===== config.mk =====
export PLATFORM = sky130hd
export DESIGN_NAME = rice_exp_golomb_bit_packer_unit
export DESIGN_NICKNAME = d
export VERILOG_FILES = /design/src/rtl/rgbp_pkg.sv /design/src/rtl/rice_exp_golomb_bit_packer_unit.sv /design/src/rtl/rgbp_coder.sv
export VERILOG_INCLUDE_DIRS = /design/src /design/src/rtl
export SDC_FILE = /design/constraint.sdc
export NUM_CORES = 1
export LEC_CHECK = 0
export ABC_AREA = 1
export BUFFER_PORTS_ARGS = -buffer_cell sky130_fd_sc_hd__buf_2
export CAP_MARGIN = 20
export CORE_AREA = 2 2 260 262
export DETAILED_ROUTE_END_ITERATION = 12
export DIE_AREA = 0 0 262 264
export SYNTH_ARGS = -nofsm -noshare
export SYNTH_HDL_FRONTEND = slang
export SYNTH_SLANG_ARGS = --single-unit

===== constraint.sdc =====
create_clock -name clk -period 10.12 [get_ports clk]
set_clock_uncertainty 0.1 [all_clocks]
set_input_delay 2.024 -clock clk [delete_from_list [all_inputs] [get_ports clk]]
set_output_delay 2.024 -clock clk [all_outputs]
set_load 0.1 [all_outputs]

===== src/rtl/assert_macros.svh =====
// assertion macros shared by the bit packer rtl
// expects clk and rst_n in the scope of use
`ifndef ASSERT_MACROS_SVH
`define ASSERT_MACROS_SVH

// same-cycle implication
`define RGBP_ASSERT_IMP(lbl, ante, cons, msg) \
  lbl: assert property (@(posedge clk) disable iff (!rst_n) (ante) |-> (cons)) \
    else $error(msg);

// next-cycle implication
`define RGBP_ASSERT_NXT(lbl, ante, cons, msg) \
  lbl: assert property (@(posedge clk) disable iff (!rst_n) (ante) |=> (cons)) \
    else $error(msg);

`endif


===== src/rtl/rgbp_pkg.sv =====
// package for the rice / exp-golomb bit packer
// field widths, command codes and the coder-to-packer transaction type
package rgbp_pkg;

  localparam int CMD_W       = 2;
  localparam int VALUE_W     = 32;
  localparam int CB_W        = 12;
  localparam int LIMIT_W     = 24;
  localparam int NBITS_W     = 6;
  localparam int BYTES_MAX   = 4;
  localparam int POS_W_DEF   = 24;

  localparam logic [LIMIT_W-1:0] LIMIT_RESET = '1;

  localparam logic [CMD_W-1:0] CMD_ENCODE  = 2'd0;
  localparam logic [CMD_W-1:0] CMD_FLUSH   = 2'd1;
  localparam logic [CMD_W-1:0] CMD_RESTART = 2'd2;

  typedef struct packed {
    logic [CMD_W-1:0]   cmd;
    logic [VALUE_W-1:0] bits;      // code, left justified
    logic [NBITS_W-1:0] nbits;     // 1 to 32
    logic               fallback;
  } code_t;

endpackage


===== src/rtl/rice_exp_golomb_bit_packer_unit.sv =====
// Adaptive rice / exp-golomb bit packer. Unless in_stall is set, one transaction
// is accepted per cycle into a three-stage pipe (input register, code register, byte
// buffer); the first byte of an item is presented from the byte buffer once the item has
// passed the input and code registers. The result channel carries one byte per cycle while
// out_stall is low, so an item that completes k bytes (0 to 4) holds the byte buffer until
// its last byte is taken, and the next item with bytes loads as that byte drains.
// Flush pads the partial byte with zeros, restart clears the bit and byte position, and
// bytes at or past byte_limit are dropped. fallback_seen is sticky until reset.
// depends on rgbp_pkg, rgbp_coder and assert_macros.svh
module rice_exp_golomb_bit_packer_unit #(
  parameter int POSITION_WIDTH = rgbp_pkg::POS_W_DEF
) (
  input  logic                          clk,
  input  logic                          rst_n,
  input  logic                          cfg_wr_en,
  input  logic [rgbp_pkg::LIMIT_W-1:0]  cfg_wr_data,
  input  logic                          in_valid,
  output logic                          in_stall,
  input  logic [rgbp_pkg::CMD_W-1:0]    in_command,
  input  logic [rgbp_pkg::VALUE_W-1:0]  in_value,
  input  logic [rgbp_pkg::CB_W-1:0]     in_codebook,
  output logic                          out_valid,
  input  logic                          out_stall,
  output logic [7:0]                    out_byte,
  output logic [POSITION_WIDTH-1:0]     out_byte_position,
  output logic                          out_last_of_run,
  output logic                          out_fallback_seen
);
  import rgbp_pkg::*;

  `include "assert_macros.svh"

  localparam int PW  = POSITION_WIDTH;
  localparam int CW  = (PW > LIMIT_W) ? PW : LIMIT_W;
  localparam int IW  = $clog2(BYTES_MAX);
  localparam int KW  = $clog2(BYTES_MAX + 1);
  localparam int SW  = 8 * (BYTES_MAX + 1);

  logic [LIMIT_W-1:0]            limit_r;

  logic                          a_valid_r;
  logic [CMD_W-1:0]              a_cmd_r;
  logic [VALUE_W-1:0]            a_value_r;
  logic [CB_W-1:0]               a_cb_r;
  logic                          a_load;

  code_t                         coder_out;
  code_t                         c_code_r;
  logic                          c_valid_r;
  logic                          c_load;

  logic [7:0]                    pend_r, pend_nxt;
  logic [2:0]                    pc_r, pc_nxt;
  logic [PW-1:0]                 wr_r, wr_nxt;
  logic                          ovf_r, ovf_nxt;

  logic                          buf_valid_r;
  logic [BYTES_MAX-1:0][7:0]     byte_r, byte_nxt;
  logic [PW-1:0]                 pos_r;
  logic [KW-1:0]                 cnt_r, k;
  logic [IW-1:0]                 idx_r;
  logic                          fb_r;

  logic [SW-1:0]                 stream, src, shifted;
  logic [5:0]                    cnt;
  logic [2:0]                    nb;
  logic [PW-1:0]                 w;
  logic                          go, restart;
  logic                          fire, drain, last, buf_free;

  rgbp_coder u_coder (
    .command  (a_cmd_r),
    .value    (a_value_r),
    .codebook (a_cb_r),
    .code     (coder_out)
  );

  // handshake flow
  always_comb begin
    last     = ({1'b0, idx_r} == KW'(cnt_r - KW'(1)));
    drain    = buf_valid_r && !out_stall;
    buf_free = !buf_valid_r || (drain && last);
    fire     = c_valid_r && ((k == '0) || buf_free);
    c_load   = !c_valid_r || fire;
    a_load   = !a_valid_r || c_load;
    in_stall = !a_load;
  end

  // bit packing and byte limit
  always_comb begin
    stream  = {pend_r, 32'd0} | ({c_code_r.bits, 8'd0} >> pc_r);
    cnt     = 6'(pc_r) + c_code_r.nbits;
    nb      = '0;
    pc_nxt  = pc_r;
    pend_nxt = pend_r;
    ovf_nxt = ovf_r;
    restart = 1'b0;
    src     = {pend_r, 32'd0};
    shifted = '0;
    case (c_code_r.cmd)
      CMD_ENCODE: begin
        src      = stream;
        nb       = cnt[5:3];
        pc_nxt   = cnt[2:0];
        shifted  = stream << {nb, 3'b000};
        pend_nxt = shifted[SW-1 -: 8];
        ovf_nxt  = ovf_r | c_code_r.fallback;
      end
      CMD_FLUSH: begin
        if (pc_r != 3'd0) nb = 3'd1;
        pc_nxt   = '0;
        pend_nxt = '0;
      end
      CMD_RESTART: begin
        pc_nxt   = '0;
        pend_nxt = '0;
        restart  = 1'b1;
      end
      default: begin
        nb = '0;
      end
    endcase

    w  = wr_r;
    k  = '0;
    go = 1'b1;
    for (int j = 0; j < BYTES_MAX; j++) begin
      byte_nxt[j] = src[SW-1-8*j -: 8];
      if (go && (3'(j) < nb) && (CW'(w) < CW'(limit_r))) begin
        k = k + KW'(1);
        w = w + PW'(1);
      end else begin
        go = 1'b0;
      end
    end
    wr_nxt = restart ? '0 : w;
  end

  always_ff @(posedge clk) begin
    if (!rst_n) begin
      limit_r     <= LIMIT_RESET;
      a_valid_r   <= 1'b0;
      c_valid_r   <= 1'b0;
      pend_r      <= '0;
      pc_r        <= '0;
      wr_r        <= '0;
      ovf_r       <= 1'b0;
      buf_valid_r <= 1'b0;
      cnt_r       <= '0;
      idx_r       <= '0;
    end else begin
      if (cfg_wr_en) limit_r <= cfg_wr_data;
      if (a_load) a_valid_r <= in_valid;
      if (c_load) c_valid_r <= a_valid_r;
      if (fire) begin
        pend_r <= pend_nxt;
        pc_r   <= pc_nxt;
        wr_r   <= wr_nxt;
        ovf_r  <= ovf_nxt;
      end
      if (fire && (k != '0)) begin
        buf_valid_r <= 1'b1;
        cnt_r       <= k;
        idx_r       <= '0;
      end else if (drain) begin
        if (last) buf_valid_r <= 1'b0;
        else idx_r <= idx_r + IW'(1);
      end
    end
  end

  // payload registers
  always_ff @(posedge clk) begin
    if (a_load && in_valid) begin
      a_cmd_r   <= in_command;
      a_value_r <= in_value;
      a_cb_r    <= in_codebook;
    end
    if (c_load && a_valid_r) c_code_r <= coder_out;
    if (fire && (k != '0)) begin
      byte_r <= byte_nxt;
      pos_r  <= wr_r;
      fb_r   <= ovf_nxt;
    end else if (drain && !last) begin
      pos_r <= pos_r + PW'(1);
    end
  end

  assign out_valid         = buf_valid_r;
  assign out_byte          = byte_r[idx_r];
  assign out_byte_position = pos_r;
  assign out_last_of_run   = last;
  assign out_fallback_seen = fb_r;

  `RGBP_ASSERT_IMP(a_buf_count, buf_valid_r, (cnt_r != '0) && ({1'b0, idx_r} < cnt_r), "byte buffer index out of range")
  `RGBP_ASSERT_IMP(a_pend_clean, 1'b1, (pend_r & (8'hFF >> pc_r)) == 8'd0, "stale bits below pending count")
  `RGBP_ASSERT_NXT(a_ovf_sticky, fire && c_code_r.fallback, ovf_r, "fallback did not set overflow flag")
  `RGBP_ASSERT_NXT(a_pos_step, drain && !last, pos_r == PW'($past(pos_r) + PW'(1)), "byte position did not advance")

endmodule


===== src/rtl/rgbp_coder.sv =====
// code selection: rice or exponential code, or the single-bit fallback
// depends on rgbp_pkg
module rgbp_coder (
  input  logic [rgbp_pkg::CMD_W-1:0]   command,
  input  logic [rgbp_pkg::VALUE_W-1:0] value,
  input  logic [rgbp_pkg::CB_W-1:0]    codebook,
  output rgbp_pkg::code_t              code
);
  import rgbp_pkg::*;

  logic [3:0]         s, e, r;
  logic [31:0]        q, thr, diff, raw;
  logic [5:0]         len, n;
  logic [6:0]         qx, nx;
  logic [4:0]         sh;
  logic               rice, exp_ok, fb;

  always_comb begin
    s = codebook[11:8];
    e = codebook[7:4];
    r = codebook[3:0];
    q = value >> r;
    rice = (q[31:4] == 28'd0) && (q[3:0] <= s);

    thr  = (32'(s) + 32'd1) << r;
    thr  = thr - (32'd1 << e);
    diff = value - thr;

    len = '0;
    for (int i = 0; i < 32; i++) begin
      if (diff[i]) len = 6'(i + 1);
    end
    qx = 7'(len) + 7'(s) - 7'(e);
    nx = 7'(len) + qx;
    exp_ok = (len > 6'(e)) && (qx <= 7'd31) && (nx <= 7'd32);

    if (rice) begin
      raw = (32'd1 << r) | (value & ((32'd1 << r) - 32'd1));
      n   = 6'(q[3:0]) + 6'd1 + 6'(r);
      fb  = 1'b0;
    end else if (exp_ok) begin
      raw = diff;
      n   = nx[5:0];
      fb  = 1'b0;
    end else begin
      raw = 32'd1;
      n   = 6'd1;
      fb  = 1'b1;
    end

    sh = 5'(6'd32 - n);
    code.cmd      = command;
    code.bits     = raw << sh;
    code.nbits    = n;
    code.fallback = fb && (command == CMD_ENCODE);
  end

endmodule

# Yosys cells after proc, flatten, opt, wreduce, memory -nomap -nowiden
# Index checks and enable logic that the tools add are counted.
[totals]
ff_bits = 212
latchBits = 0
ramBits = 0
mem_bits_ro = 0
inputBits = 75
out_inout_bits = 36
elab_cells = 180
memories = 0
[classes]
n_addsub = 21
mul = 0
div = 0
n_lt_le_gt_ge = 13
eq_ne = 3
n_shift = 7
mux = 64
bitwise = 6
reduce_logical = 43
[op_table]
columns = ["operator", "count"]
rows = [
  ["2-to-1 mux 24 bit", 7],
  ["adder 24 x 1 -> 24 bit (second input constant)", 5],
  ["< comparator 24 bit", 4],
  ["2-to-1 mux 5 bit", 16],
  ["2-to-1 mux 32 bit", 2],
  ["left shift 1 x 4 -> 32 bit (first input constant)", 2],
  ["subtractor 32 bit", 2],
  ["2-to-1 mux 40 bit", 1],
  ["OR 40 bit", 1],
  ["left shift 40 x 6 -> 40 bit", 1],
  [">> shifter 40 x 3 -> 40 bit", 1],
  ["bitwise AND 32 bit", 1],
  ["2-to-1 mux 4 bit", 8],
  ["OR 32 bit", 1],
  ["left shift 32 x 4 -> 32 bit", 1],
  ["left shift 32 x 5 -> 32 bit", 1],
  [">> shifter 32 x 4 -> 32 bit", 1],
  ["subtractor 32 x 1 -> 32 bit (second input constant)", 1],
  ["logical NOT 28 bit", 1],
  ["2-to-1 mux 3 bit", 7],
  ["logical AND 1 bit", 18],
  ["2-to-1 mux 6 bit", 3],
  ["binary-select mux 8 bit (select 2 bit)", 1],
  ["case mux 8 bit (2 select lines)", 1],
  ["34 further kinds", 70],
]

# Depth between registers and ports, before layout
[logic_depth]
ltp_word = 45
mapped_depth = 79
mapped_depth_nobuf = 76

# Modules after synthesis
# Synthesis repeated with hierarchy kept, for this count alone.
[hier_totals]
hier_cells = 3396
hier_area_um2 = 22552.9
[by_module_without_submodules]
columns = ["mod", "n_inst", "cells_per_inst", "area_each_um2", "seq_area_each_um2"]
rows = [
  ["rice_exp_golomb_bit_packer_unit", 1, 2083, 15249.6, 5685.5],
  ["rgbp_coder", 1, 1313, 7303.3, 0.0],
]

# Worst setup path after synthesis
# OpenSTA, ideal clock, no wires.
[synth_timing]
path_type = "register to output"
startpoint = "reg c_code_r[1] (netlist name)"
endpoint = "out in_stall"
t_arrival_ps = 8698
required_ps = 7996
setup_slack_ps = -702
path_stages_with_launch = 54
n_path_buf = 4
path_cell_list = "edfxtp_1 -> ha_1 -> fa_1 -> nand2_1 -> a21oi_2 -> xnor2_2 -> nand2_4 -> nand2_4 -> nand2_4 -> nand2_8 -> inv_6 -> buf_6 -> buf_6 -> o21ai_0 -> inv_1 -> ha_1 -> nand2_1 -> nor2_1 -> [18 not listed] -> buf_2 -> nand2_1 -> o21ai_2 -> inv_1 -> ha_1 -> a21oi_1 -> nor2_1 -> a211oi_1 -> o221ai_1 -> nand2_1 -> o2111ai_1 -> nor4_1 -> nand2_2 -> nand2_1 -> nand2_1 -> nand3_2 -> nand4_1 -> inv_1"
[synth_via]
elab_chain_len = 20
word_cells_on_any_way = 37
classes_between = "add/sub (6); order compare (7); mux (11); reduce/logical (13)"
[synth_lines]
columns = ["element", "line_no", "rtl"]
rows = [
  ["start, declared", "rice_exp_golomb_bit_packer_unit.sv:48", "code_t c_code_r;"],
  ["start signal, assigned", "rice_exp_golomb_bit_packer_unit.sv:179", "if (c_load && a_valid_r) c_code_r <= coder_out;"],
  ["adder 3 x 6 -> 6 bit *", "rice_exp_golomb_bit_packer_unit.sv:92", "cnt = 6'(pc_r) + c_code_r.nbits;"],
  ["case mux 3 bit (2 select lines) *", "rice_exp_golomb_bit_packer_unit.sv:100", "case (c_code_r.cmd)"],
  ["< comparator 1 x 3 -> 1 bit", "rice_exp_golomb_bit_packer_unit.sv:129", "if (go && (3'(j) < nb) && (CW'(w) < CW'(limit_r))) begin"],
  ["logical AND 1 bit", "rice_exp_golomb_bit_packer_unit.sv:129", ""],
  ["2-to-1 mux 24 bit / 2-to-1 mux 1 bit (equally long branches)", "rice_exp_golomb_bit_packer_unit.sv:129", ""],
  ["< comparator 24 bit / logical AND 1 bit (equally long branches)", "rice_exp_golomb_bit_packer_unit.sv:129", ""],
  ["logical AND 1 bit", "rice_exp_golomb_bit_packer_unit.sv:129", ""],
  ["2-to-1 mux 24 bit / 2-to-1 mux 1 bit (equally long branches)", "rice_exp_golomb_bit_packer_unit.sv:129", ""],
  ["[4 not listed]", "--", ""],
  ["logical AND 1 bit", "rice_exp_golomb_bit_packer_unit.sv:129", ""],
  ["2-to-1 mux 3 bit *", "rice_exp_golomb_bit_packer_unit.sv:129", ""],
  ["logical NOT 3 bit *", "rice_exp_golomb_bit_packer_unit.sv:83", "fire = c_valid_r && ((k == '0) || buf_free);"],
  ["logical OR 1 bit *", "rice_exp_golomb_bit_packer_unit.sv:83", ""],
  ["logical AND 1 bit *", "rice_exp_golomb_bit_packer_unit.sv:83", ""],
  ["logical OR 1 bit *", "rice_exp_golomb_bit_packer_unit.sv:84", "c_load = !c_valid_r || fire;"],
  ["logical OR 1 bit *", "rice_exp_golomb_bit_packer_unit.sv:85", "a_load = !a_valid_r || c_load;"],
  ["logical NOT 1 bit *", "rice_exp_golomb_bit_packer_unit.sv:86", "in_stall = !a_load;"],
  ["end, declared", "rice_exp_golomb_bit_packer_unit.sv:18", "output logic in_stall,"],
]
# Mark *: on every way between the ends. The rest lies on a longest branch, timed or not.

# Worst setup path in the final report
# Same ends and word-level chain as after synthesis.

==> impl_metrics.env <==
export IMPL_antenna_found_initial=1
export IMPL_grt_pass1_vias=22641
export IMPL_fp_dieW_um=262
export IMPL_place_hpwl_mm=64.89
export IMPL_yosysSeqAreaShare_pct=24.61
export IMPL_cp_slowest_cell="edfxtp_1"
export IMPL_row_count=95
export IMPL_grt_pass1_wl_mm=124.0
export IMPL_crit_path_end_kind="output port"
export IMPL_gr_usage_all_layers_pct=22.77
export IMPL_clk_pin_slew_ns=0.06
export IMPL_area_growth_pct=19.46
export IMPL_first_iter_violations=2021
export IMPL_finalSetupViolCount=1
export IMPL_violations="setup timing"
export IMPL_die_area_um2=69170
export IMPL_finalCriticalPeriod_ns=10.55
export IMPL_core_area_um2=66560
export IMPL_synth_area_leaders="edfxtp_1, nand2_1, ha_1"
export IMPL_arrival_ns=8.43
export IMPL_worstSetupPathType="register to output port"
export IMPL_io_pins=111
export IMPL_fin_nets=4012
export IMPL_critPathMaxFanout=13
export IMPL_max_stage_delay_ns=0.39
export IMPL_clock_sinks=212
export IMPL_outcome="finished with violations"
export IMPL_drc=0
export IMPL_ys_ff_latch=212
export IMPL_seq_area_um2=5685
export IMPL_max_slew_margin_pct=30.45
export IMPL_finalNonFillerCells=4637
export IMPL_avgSynthCellArea_um2=6.693
export IMPL_wl_per_cell_um=17.22
export IMPL_cts_hold_buffers=0
export IMPL_insertedDiodeCount=0
export IMPL_fillerInstances=7120
export IMPL_netlist_area_um2=23110
export IMPL_synth_ff_type="edfxtp_1"
export IMPL_powerDensity_nw_per_um2=267.3
export IMPL_dp_slack_ns=-0.2478
export IMPL_synth_edf_count=144
export IMPL_yosys_warnings=0
export IMPL_numCtsBuffers=27
export IMPL_post_place_cells=4569
export IMPL_hold_violations=0
export IMPL_tightest_slew_ns=1.042
export IMPL_fmax_mhz=94.75
export IMPL_vdd_ir_drop_max_mv=0.3599
export IMPL_period_share_pct=104.3
export IMPL_stdcell_area_um2=27600
export IMPL_numPortBuffers=110
export IMPL_h_tree_depth=1
export IMPL_cpMostUsedCell="nand2_1"
export IMPL_cp_top_family="simple AND/OR/NAND/NOR gates"
export IMPL_grt_overflow=0
export IMPL_critPathRequiredTime_ns=8.00
export IMPL_viasPerCell=5.111
export IMPL_setup_ws_ns=-0.4346
export IMPL_synthArstFlopShare_pct=0
export IMPL_gp_congestion=1.018
export IMPL_ant_nets=0
export IMPL_dr_total_vias=23700
export IMPL_place_area_um2=26170
export IMPL_start_util_pct=34.71
export IMPL_rsz0062_at_grt="yes"
export IMPL_synth_fp_nets=3721
export IMPL_drive_above_1_share_pct=18.15
export IMPL_max_cap_viol_count=0
export IMPL_finalPower_w=0.007377
export IMPL_die_h_um=264
export IMPL_multiInputGateArea_um2=15410
export IMPL_p_leak_nw=13.04
export IMPL_synth_top_cell_area_share_pct=18.71
export IMPL_clk_latency_ns=0.59
export IMPL_worst_path_buf_inv=14
export IMPL_yosysUniqueCellTypes=82
export IMPL_cts_tree="done"
export IMPL_grt_max_degree=49
export IMPL_clockRootBuffer="clkbuf_16"
export IMPL_wirelength_mm=79.85
export IMPL_cts_max_path_buffers=3
export IMPL_drt_pass1_iter_count=6
export IMPL_hold_path_class="register to register"
export IMPL_netlist_instances=3452
export IMPL_slew_viol_final=0
export IMPL_cp_start_kind="register"
export IMPL_synth_area_leader_cell="edfxtp_1"
export IMPL_fin_tns_setup_ns=-0.4346
==> power breakdown <==
group	total [W]	switching, W	internal [W]
sequential	0.00113	0.0000543	0.00108
combinational	0.00521	0.00338	0.00184
clock	0.00104	0.000416	0.000620
==> final timing paths <==
path,start,endpoint,slack (ns),depth (start not counted)
worst max-delay path,c_code_r[1],in_stall,-0.43,57
worst min-delay path,a_cmd_r[0],c_code_r[39],0.34,0
worst max register to register,a_cb_r[8],c_code_r[31],0.61,57
worst min register to register,a_cmd_r[0],c_code_r[39],0.34,0
==> layer usage <==
| metal | vias up | routed length [um] | GRT usage [%] |
|---|---|---|---|
| li1 | 12015 | - | - |
| met1 | 10863 | 35400 | 29.70 |
| met2 | 679 | 37670 | 39.11 |
| met3 | 141 | 3586 | 1.900 |
| met4 | 2 | 3186 | 8.123 |
| met5 | - | 17 | 0 |
==> cells in the final DEF, fill, tap and decap left out, types with 109 or more instances in the layout <==
| master | n |
|---|---|
| ha_1 | 164 |
| buf_2 | 109 |
| inv_1 | 392 |
| a21oi_1 | 141 |
| nor2_1 | 357 |
| o21ai_0 | 198 |
| edfxtp_1 | 144 |
| buf_4 | 273 |
| nand2_1 | 862 |
| nand3_1 | 328 |
==> through the flow <==
step / hold WS [ns] / utilization, %
6_report: 0.3387 / 41.47
5_1_grt: 0.3762 / 41.47
4_1_cts: 0.3357 / 40.95
3_5_place_dp: 0.3491 / 39.32
3_3_place_gp: 0.3405 / 39.32
2_1_floorplan: 0.3268 / -
==> cells in the mapped netlist, types with 5 or more instances <==
master and number:
o2111ai_1 5, or2_2 9, buf_2 18, a21oi_2 6
clkbuf_8 5, buf_1 11, nand2_1 863, nand2_4 11
o21ai_0 208, buf_4 14, o211ai_1 7, a31oi_1 6
clkinv_1 5, xor2_1 85, o31ai_1 9, nand2_2 45
a211oi_1 19, nand4_1 60, edfxtp_1 144, clkbuf_1 69
a22oi_1 5, nor2_4 5, nor2_2 28, nand3_2 11
and2_1 6, ha_1 171, o21ai_1 61, nand3b_1 9
mux2i_1 19, inv_1 398, nor2_1 363, nor4_1 20
o221ai_1 5, buf_6 15, nor3_1 25, o22ai_1 21
xor2_2 5, a21oi_1 142, o21ai_2 24, nand3_1 330
fa_1 23, xnor2_1 24, inv_2 15, dfxtp_1 68
==> final cells by class <==
cell class / count / area share [%]
sequential: 212 / 20.60
timing repair buffer: 396 / 10.33
timing repair inverter: 1 / 0.02720
multi-input combinational: 2681 / 55.82
tap: 873 / 3.957
clock inverter: 20 / 0.9111
clock buffer: 30 / 2.489
inverter: 424 / 5.866
==> timing repair <==
action / in CTS / in global routing
setup endpoints to repair: 27 / 33
pin swaps: 7 / 5
buffers inserted: 6 / 9
cloned: 1 / 2
endpoints found under the hold margin: 0 / 0
resized for setup: 22 / 50
==> registers in the layout (all words and copies together) (netlist names), 2 cells and up <==
signal             cells
a_cb_r                12
out_byte_position     24
idx_r                  2
a_value_r             32
limit_r               24
pend_r                 8
wr_r                  24
c_code_r              41
pc_r                   3
byte_r                32
a_cmd_r                2
cnt_r                  3
==> logic make-up (layout without fill, tap and decap cells) <==
kind of cell | after synthesis | count (layout) | synth area share (%)
compound gates | 549 | 549 | 13.75
flops | 212 | 212 | 24.61
xor+xnor | 116 | 116 | 4.673
fa+ha+maj | 194 | 194 | 11.25
simple gates | 1803 | 1803 | 34.58
buf+inv | 559 | 871 | 10.32
mux | 19 | 19 | 0.8231
==> worst register-to-register path: cells and delay by family, from the launching register on <==
family / cells / cell delay [ns]
compound gates: 12 / 1.81
flops: 1 / 0.47
xor+xnor: 4 / 0.77
buf+inv: 8 / 0.71
fa+ha+maj: 7 / 2.57
simple gates: 26 / 2.83
Power figures use the tool's default switching activity.
